`config.mk`:
```
export PLATFORM = sky130hd
export DESIGN_NAME = keyed_alphabet_running_sum_cipher
export DESIGN_NICKNAME = d
export VERILOG_FILES = /design/src/hw/rtl/karsc_pkg.sv /design/src/hw/rtl/karsc_ctrl.sv /design/src/hw/rtl/karsc_dp.sv /design/src/hw/rtl/keyed_alphabet_running_sum_cipher.sv
export SDC_FILE = /design/constraint.sdc
export NUM_CORES = 1
export LEC_CHECK = 0
export ABC_AREA = 1
export BUFFER_PORTS_ARGS = -buffer_cell sky130_fd_sc_hd__buf_2
export CORE_MARGIN = 2
export CORE_UTILIZATION = 40
export DETAILED_ROUTE_END_ITERATION = 10
export HOLD_SLACK_MARGIN = 0.08
export SLEW_MARGIN = 30
export SYNTH_ARGS = -nofsm -noshare
export SYNTH_HDL_FRONTEND = slang
export SYNTH_SLANG_ARGS = --single-unit
export TNS_END_PERCENT = 50
```
`constraint.sdc`:
```
create_clock -name clk -period 6.81 [get_ports clk]
set_input_delay 0 -clock clk [delete_from_list [all_inputs] [get_ports clk]]
set_output_delay 0 -clock clk [all_outputs]
set_load 0.005 [all_outputs]
```
`src/hw/rtl/karsc_pkg.sv`:
```
package karsc_pkg;

    // Alphabet size and symbol codes.
    localparam int unsigned SYM_COUNT = 29;
    localparam logic [4:0] SYM_LAST_CODE = 5'd28;
    localparam logic [4:0] SYM_COMMA = 5'd26;
    localparam logic [4:0] SYM_PERIOD = 5'd27;
    localparam logic [4:0] SYM_SPACE = 5'd28;
    localparam logic [4:0] NO_SYMBOL = 5'd31;

    // ASCII codes used by the symbol mapping.
    localparam logic [7:0] ASCII_UPPER_A = 8'h41;
    localparam logic [7:0] ASCII_UPPER_Z = 8'h5A;
    localparam logic [7:0] ASCII_LOWER_A = 8'h61;
    localparam logic [7:0] ASCII_LOWER_Z = 8'h7A;
    localparam logic [7:0] ASCII_CASE_OFFSET = 8'h20;
    localparam logic [7:0] ASCII_COMMA = 8'h2C;
    localparam logic [7:0] ASCII_PERIOD = 8'h2E;
    localparam logic [7:0] ASCII_SPACE = 8'h20;

    // Request kinds on the op field.
    localparam logic OP_KEY = 1'b0;
    localparam logic OP_MESSAGE = 1'b1;

    // Controller states.
    typedef enum logic [1:0] {
        ST_IDLE,
        ST_FILL,
        ST_WAIT_OUT
    } state_t;

    // Commands from controller to datapath.
    typedef struct packed {
        logic key_accept;
        logic msg_accept;
        logic fill_step;
        logic out_load;
    } karsc_cmd_t;

    // Status from datapath to controller.
    typedef struct packed {
        logic sym_valid;
        logic key_ready;
        logic fill_last;
        logic out_free;
    } karsc_stat_t;

    // Map a raw byte to its symbol code, or NO_SYMBOL outside the alphabet.
    function automatic logic [4:0] symbol_of(input logic [7:0] byte_in);
        logic [7:0] c;
        logic [4:0] s;
        c = byte_in;
        if (c >= ASCII_LOWER_A && c <= ASCII_LOWER_Z) begin
            c = c - ASCII_CASE_OFFSET;
        end
        if (c >= ASCII_UPPER_A && c <= ASCII_UPPER_Z) begin
            s = 5'(c - ASCII_UPPER_A);
        end
        else if (c == ASCII_COMMA) begin
            s = SYM_COMMA;
        end
        else if (c == ASCII_PERIOD) begin
            s = SYM_PERIOD;
        end
        else if (c == ASCII_SPACE) begin
            s = SYM_SPACE;
        end
        else begin
            s = NO_SYMBOL;
        end
        return s;
    endfunction

    // Map a symbol code back to its ASCII character.
    function automatic logic [7:0] symbol_ascii(input logic [4:0] sym);
        logic [7:0] a;
        if (sym < SYM_COMMA) begin
            a = ASCII_UPPER_A + {3'b000, sym};
        end
        else if (sym == SYM_COMMA) begin
            a = ASCII_COMMA;
        end
        else if (sym == SYM_PERIOD) begin
            a = ASCII_PERIOD;
        end
        else begin
            a = ASCII_SPACE;
        end
        return a;
    endfunction

endpackage

```
`src/hw/rtl/karsc_ctrl.sv`:
```
module karsc_ctrl
    import karsc_pkg::*;
(
    input  logic        clk,
    input  logic        rst_n,
    input  logic        in_valid,
    input  logic        op,
    input  logic        key_last,
    input  karsc_stat_t stat,
    output logic        in_stall,
    output karsc_cmd_t  cmd,
    output state_t      state
);

    state_t state_reg;
    state_t state_next;

    // State register.
    always_ff @(posedge clk or negedge rst_n) begin
        if (!rst_n) begin
            state_reg <= ST_IDLE;
        end
        else begin
            state_reg <= state_next;
        end
    end

    // Next state and commands.
    always_comb begin
        state_next = state_reg;
        cmd = '0;
        in_stall = 1'b1;
        case (state_reg)
            ST_IDLE: begin
                in_stall = 1'b0;
                if (in_valid) begin
                    if (op == OP_KEY) begin
                        cmd.key_accept = 1'b1;
                        if (key_last) begin
                            state_next = ST_FILL;
                        end
                    end
                    else if (stat.key_ready && stat.sym_valid) begin
                        cmd.msg_accept = 1'b1;
                        state_next = ST_WAIT_OUT;
                    end
                end
            end
            ST_FILL: begin
                // Append one unused symbol per cycle until the table is full.
                cmd.fill_step = 1'b1;
                if (stat.fill_last) begin
                    state_next = ST_IDLE;
                end
            end
            ST_WAIT_OUT: begin
                if (stat.out_free) begin
                    cmd.out_load = 1'b1;
                    state_next = ST_IDLE;
                end
            end
            default: begin
                state_next = ST_IDLE;
            end
        endcase
    end

    assign state = state_reg;

endmodule

```
`src/hw/rtl/karsc_dp.sv`:
```
module karsc_dp
    import karsc_pkg::*;
(
    input  logic        clk,
    input  logic        rst_n,
    input  logic [7:0]  char_in,
    input  logic        out_stall,
    input  karsc_cmd_t  cmd,
    output karsc_stat_t stat,
    output logic        out_valid,
    output logic [7:0]  cipher_char
);

    logic [4:0]  key_mem [SYM_COUNT];
    logic [28:0] used_reg;
    logic [28:0] used_next;
    logic [4:0]  len_reg;
    logic [4:0]  len_next;
    logic [4:0]  index_reg;
    logic [4:0]  index_next;
    logic        ready_reg;
    logic        ready_next;
    logic [4:0]  fill_cnt_reg;
    logic [4:0]  fill_cnt_next;
    logic        out_valid_reg;
    logic        out_valid_next;
    logic [4:0]  rd_data_reg;
    logic [7:0]  out_char_reg;

    logic [4:0]  sym;
    logic [28:0] used_eff;
    logic [31:0] used_pad;
    logic [4:0]  len_eff;
    logic [4:0]  app_sym;
    logic        app_en;
    logic [5:0]  idx_sum;
    logic [4:0]  idx_new;
    logic        fill_last;

    assign sym = symbol_of(char_in);
    assign fill_last = (fill_cnt_reg == SYM_LAST_CODE);

    // A key byte after a completed key starts over from an empty table.
    assign used_eff = ready_reg ? '0 : used_reg;
    assign len_eff = ready_reg ? '0 : len_reg;
    assign used_pad = {3'b000, used_eff};

    // Append logic shared by key bytes and the completion sweep.
    assign app_sym = cmd.fill_step ? fill_cnt_reg : sym;
    assign app_en = (cmd.key_accept || cmd.fill_step) && (app_sym <= SYM_LAST_CODE)
                    && (len_eff <= SYM_LAST_CODE) && !used_pad[app_sym];

    // Running index update modulo the alphabet size.
    assign idx_sum = {1'b0, index_reg} + {1'b0, sym} + 6'd1;
    assign idx_new = (idx_sum > {1'b0, SYM_LAST_CODE}) ? 5'(idx_sum - 6'(SYM_COUNT))
                                                        : idx_sum[4:0];

    // Next values of the key state.
    always_comb begin
        used_next = used_reg;
        len_next = len_reg;
        index_next = index_reg;
        ready_next = ready_reg;
        fill_cnt_next = fill_cnt_reg;
        if (cmd.key_accept || cmd.fill_step) begin
            used_next = used_eff | (app_en ? (29'd1 << app_sym) : '0);
            len_next = len_eff + {4'b0000, app_en};
        end
        if (cmd.key_accept) begin
            ready_next = 1'b0;
            index_next = '0;
            fill_cnt_next = '0;
        end
        if (cmd.fill_step) begin
            if (fill_last) begin
                ready_next = 1'b1;
                index_next = '0;
                fill_cnt_next = '0;
            end
            else begin
                fill_cnt_next = fill_cnt_reg + 5'd1;
            end
        end
        if (cmd.msg_accept) begin
            index_next = idx_new;
        end
    end

    // Output register handshake.
    always_comb begin
        out_valid_next = out_valid_reg;
        if (cmd.out_load) begin
            out_valid_next = 1'b1;
        end
        else if (out_valid_reg && !out_stall) begin
            out_valid_next = 1'b0;
        end
    end

    // Control state registers.
    always_ff @(posedge clk or negedge rst_n) begin
        if (!rst_n) begin
            used_reg <= '0;
            len_reg <= '0;
            index_reg <= '0;
            ready_reg <= 1'b0;
            fill_cnt_reg <= '0;
            out_valid_reg <= 1'b0;
        end
        else begin
            used_reg <= used_next;
            len_reg <= len_next;
            index_reg <= index_next;
            ready_reg <= ready_next;
            fill_cnt_reg <= fill_cnt_next;
            out_valid_reg <= out_valid_next;
        end
    end

    // Key table memory with registered read.
    always_ff @(posedge clk) begin
        if (app_en) begin
            key_mem[len_eff] <= app_sym;
        end
        if (cmd.msg_accept) begin
            rd_data_reg <= key_mem[idx_new];
        end
    end

    // Output payload register.
    always_ff @(posedge clk) begin
        if (cmd.out_load) begin
            out_char_reg <= symbol_ascii(rd_data_reg);
        end
    end

    assign stat.sym_valid = (sym <= SYM_LAST_CODE);
    assign stat.key_ready = ready_reg;
    assign stat.fill_last = fill_last;
    assign stat.out_free = !out_valid_reg || !out_stall;

    assign out_valid = out_valid_reg;
    assign cipher_char = out_char_reg;

endmodule

```
`src/hw/rtl/keyed_alphabet_running_sum_cipher.sv`:
```
// Message request: the result passes the key read register, then the output register;
// input is stalled until it is loaded. Key request: the one marked last adds a sweep
// that appends the unused symbols one per cycle, during which input is stalled.
// Message requests without a completed key, or outside the alphabet, give no result.
// Reset (rst_n, asynchronous, active low) empties the key and clears the output.
module keyed_alphabet_running_sum_cipher
    import karsc_pkg::*;
(
    input  logic       clk,
    input  logic       rst_n,
    input  logic       in_valid,
    output logic       in_stall,
    input  logic       op,
    input  logic [7:0] char_in,
    input  logic       key_last,
    output logic       out_valid,
    input  logic       out_stall,
    output logic [7:0] cipher_char
);

    karsc_cmd_t  cmd;
    karsc_stat_t stat;
    state_t      state;

    // Sequencer for key completion and result hand-off.
    karsc_ctrl u_ctrl (
        .clk      (clk),
        .rst_n    (rst_n),
        .in_valid (in_valid),
        .op       (op),
        .key_last (key_last),
        .stat     (stat),
        .in_stall (in_stall),
        .cmd      (cmd),
        .state    (state)
    );

    // Key table, running index and output register.
    karsc_dp u_dp (
        .clk         (clk),
        .rst_n       (rst_n),
        .char_in     (char_in),
        .out_stall   (out_stall),
        .cmd         (cmd),
        .stat        (stat),
        .out_valid   (out_valid),
        .cipher_char (cipher_char)
    );

`ifndef SYNTH
    // A new result only appears after the controller loads it.
    assert property (@(posedge clk) disable iff (!rst_n)
        $rose(out_valid) |-> $past(cmd.out_load))
        else $error("result appeared without a load");

    // The completion sweep never runs while accepting requests.
    assert property (@(posedge clk) disable iff (!rst_n)
        cmd.fill_step |-> (in_stall && !stat.key_ready))
        else $error("sweep overlaps request acceptance or a ready key");

    // Loading never overwrites a result that is still waiting.
    assert property (@(posedge clk) disable iff (!rst_n)
        cmd.out_load |-> (!out_valid || !out_stall))
        else $error("pending result overwritten");

    // An accepted message leads to the result hand-off state in the next cycle.
    assert property (@(posedge clk) disable iff (!rst_n)
        cmd.msg_accept |=> (state == ST_WAIT_OUT))
        else $error("message accepted without result hand-off");
`endif

endmodule
```
==> impl_metrics.yaml <==
drt:
  dr.pass1.iters: 7
  drt-total-wl_um: 24230
  vias: 7303
  route.detailed.drc: 0
  drtIter0Drc: 826
  final_antenna_net_count: 0
  post_drt_wl_per_cell_um: 17.60
  viasPerCell: 5.304
placed_design:
  dp_hpwl_um: 15790
  place_congestion: 0.8434
  port_buffers: 22
worst_setup_path:
  crit_type: "flop to flop"
  reg2reg_slack_ns: 2.18
  critPathLaunchType: "flop"
  worstReg2RegStart: "u_ctrl.state[1]$_DFFE_PN0P_"
  crit_fanout: 31
  arrival_ns: 5.01
  worstSetupEndpointType: "flop"
  cp_data_required_time_ns: 7.19
  reg2regPathDepth: 18
  r2r_end: "u_dp.len_reg[4]$_DFFE_PN0P_"
timing:
  setup_viol: 0
  hold_viol_final: 0
  slew_headroom: 0.3537
  fmax_ghz: 0.2161
  finalSetupTns_ns: 0
  rsz0062_at_grt: "false"
  period_needed_ns: 4.627
  report.final.slew_viol_count: 0
  finalCritPeriodShare: 0.6794
  whs_ns: 0.1396
  worst_slew_pin_slew_ns: 0.9635
  fin_skew_ns: 0.01613
die:
  start_util: 0.4047
  die_h_um: 162.9
  pin_count: 24
  die_area_mm2: 0.02655
  die_w_um: 162.9
  rows: 58
  core_area_mm2: 0.02496
grt:
  antenna_found_initial: 0
  grt_max_degree: 72
  grt_pass1_vias: 6990
  grt_overflow_total: 0
  grt_pass1_wl_um: 38700
  grt.total_usage: 0.1863
cts:
  clk_pin_slew_ns: 0.06
  cts-resized-gates: 0
  cts_made_buffers: 22
  postCtsSetupBuffers: 0
  postCtsHoldBufs: 5
  insertion_delay_ns: 0.52
  clock_path_buffers: 3
  cts_max_level: 1
  clkSinkCount: 205
  clock-root-buffer: "clkbuf_16"
  cts_tree: "built"
cells_and_area:
  layout-drive-gt1-share: 0.1137
  largest_register_ffs: 145
  syn_to_final_growth_pct: 11.63
  fillers: 2393
  fin_nets: 1067
  antenna_cells: 0
logic_synthesis:
  synth_fp_nets: 1053
  ys.flop_type: "edfxtp_1"
  synth_top_area_frac: 0.4666
  synth-seq-cells: 205
  synth_top_cells_by_area: "edfxtp_1 (47%), dfrtp_1 (12%), nor2_1 (6.8%)"
  post-synth-top-count-cell: "nor2_1"
  ys_seq_area_frac: 0.5855
  yosys.area.top_type: "edfxtp_1"
  synth.yosys.warnings: 0
  synth.distinct_cells: 43
  synthCells: 1018
  synth_common_cells: "nor2_1 (184), nand2_1 (161), edfxtp_1 (157), o21ai_0 (84), inv_1 (77)"
  netlist_area_mm2: 0.01010
  syn_area_per_cell_um2: 9.925
  synth-edff-count: 157
  synth_async_sr_flop_share: 0.2341
status:
  status: "complete, no violations"
worst_hold_path:
  hp-class: "input port to asynchronous set/reset pin"
flow_run:
  drv_cap: 0
==> routing by layer <==
metal	GRT usage	wire [um]	vias to the layer above
li1	-	-	3544
met1	0.2607	10980	3499
met2	0.2949	11200	214
met3	0.02903	1234	46
met4	0.06677	813	0
met5	0	0	-
==> cell type report <==
cell class,count,area [um^2],area share
clock buffer,30,620.6,0.05503
clock inverter,9,112.6,0.009984
inverter,86,322.8,0.02862
multi-input combinational,682,3674,0.3257
sequential,205,5916,0.5245
tap,330,412.9,0.03661
timing repair buffer,35,220.2,0.01953
==> kinds of logic after synthesis <==
kind of cell	count (synthesis)	share of synthesized area
xor gates and xnor gates	14	0.01214
DFF	205	0.5855
adders and majority gates	21	0.02675
and+or+nand+nor	467	0.2104
buffers and inverters	131	0.05424
other	1	0.0003712
AOI/OAI and AO/OA	179	0.1106
==> per-stage QoR <==
| stage | cell area (um^2) | utilization | instances | setup slack, ns |
|---|---|---|---|---|
| 5_1_grt | 11280 | 0.4518 | 1377 | 1.784 |
| 6_report | 11280 | 0.4518 | 1377 | 2.183 |
| 3_5_place_dp | 10490 | 0.4203 | 1333 | 1.867 |
| 4_1_cts | 11270 | 0.4516 | 1377 | 2.244 |
| 2_1_floorplan | 10100 | - | 1018 | 3.036 |
| 3_3_place_gp | 10490 | 0.4203 | 1333 | 2.022 |
==> worst max-delay path by stage <==
stage	end	cells after the start	slack (ns)	startpoint
after floorplan	u_dp.rd_data_reg[0]$_DFFE_PP_	29	3.04	char_in[0]
after global placement	u_dp.rd_data_reg[0]$_DFFE_PP_	31	2.02	char_in[0]
after detailed placement	u_dp.rd_data_reg[0]$_DFFE_PP_	31	1.87	char_in[0]
after CTS	u_dp.key_mem[22][0]$_DFFE_PP_	13	2.24	u_ctrl.state[1]$_DFFE_PN0P_
after global routing	u_dp.len_reg[4]$_DFFE_PN0P_	18	1.78	u_ctrl.state[1]$_DFFE_PN0P_
final	u_dp.len_reg[4]$_DFFE_PN0P_	18	2.18	u_ctrl.state[1]$_DFFE_PN0P_
==> critical path, cell delays in order (launching register included) <==
cell and delay [ns]:
dfrtp_1 0.43, nor2_1 0.55, nand2_1 0.53, nand2_4 0.38, clkinv_1 0.81, nand2_1 0.25, nand3_1 0.10, nand3_1 0.16
clkinv_1 0.12, nor2_4 0.17, nor2_8 0.12, nand2_1 0.10, inv_1 0.05, ha_1 0.20, ha_1 0.19, nand2_1 0.10
nor2_1 0.07, a21oi_1 0.11, a21oi_1 0.05
==> cells in the final DEF, fill, tap and decap left out, types with 3 or more instances in the layout <==
cell type,netlist,final
a21oi_1,11,10
buf_2,5,22
buf_4,2,8
clkbuf_1,34,4
clkbuf_16,0,22
clkbuf_8,0,4
clkinv_1,2,3
clkinv_2,0,4
dfrtp_1,48,48
dlygate4sd3_1,0,5
edfxtp_1,157,157
ha_1,20,20
inv_1,77,76
inv_2,7,7
nand2_1,161,161
nand2_2,9,9
nand2_4,3,3
nand3_1,58,58
nand3_2,13,13
nand3_4,5,5
nand4_1,22,22
nor2_1,184,184
nor2_2,3,3
nor3_1,3,3
o211ai_1,7,7
o21ai_0,84,84
o21ai_1,12,11
o21ai_2,4,5
o21bai_1,17,17
o221ai_1,30,30
o22ai_1,9,9
xnor2_1,4,3
xor2_1,10,9
Power is left out: the tool's default activity adds up to more than one toggle a clock period on the data nets, which glitch-free logic cannot reach.
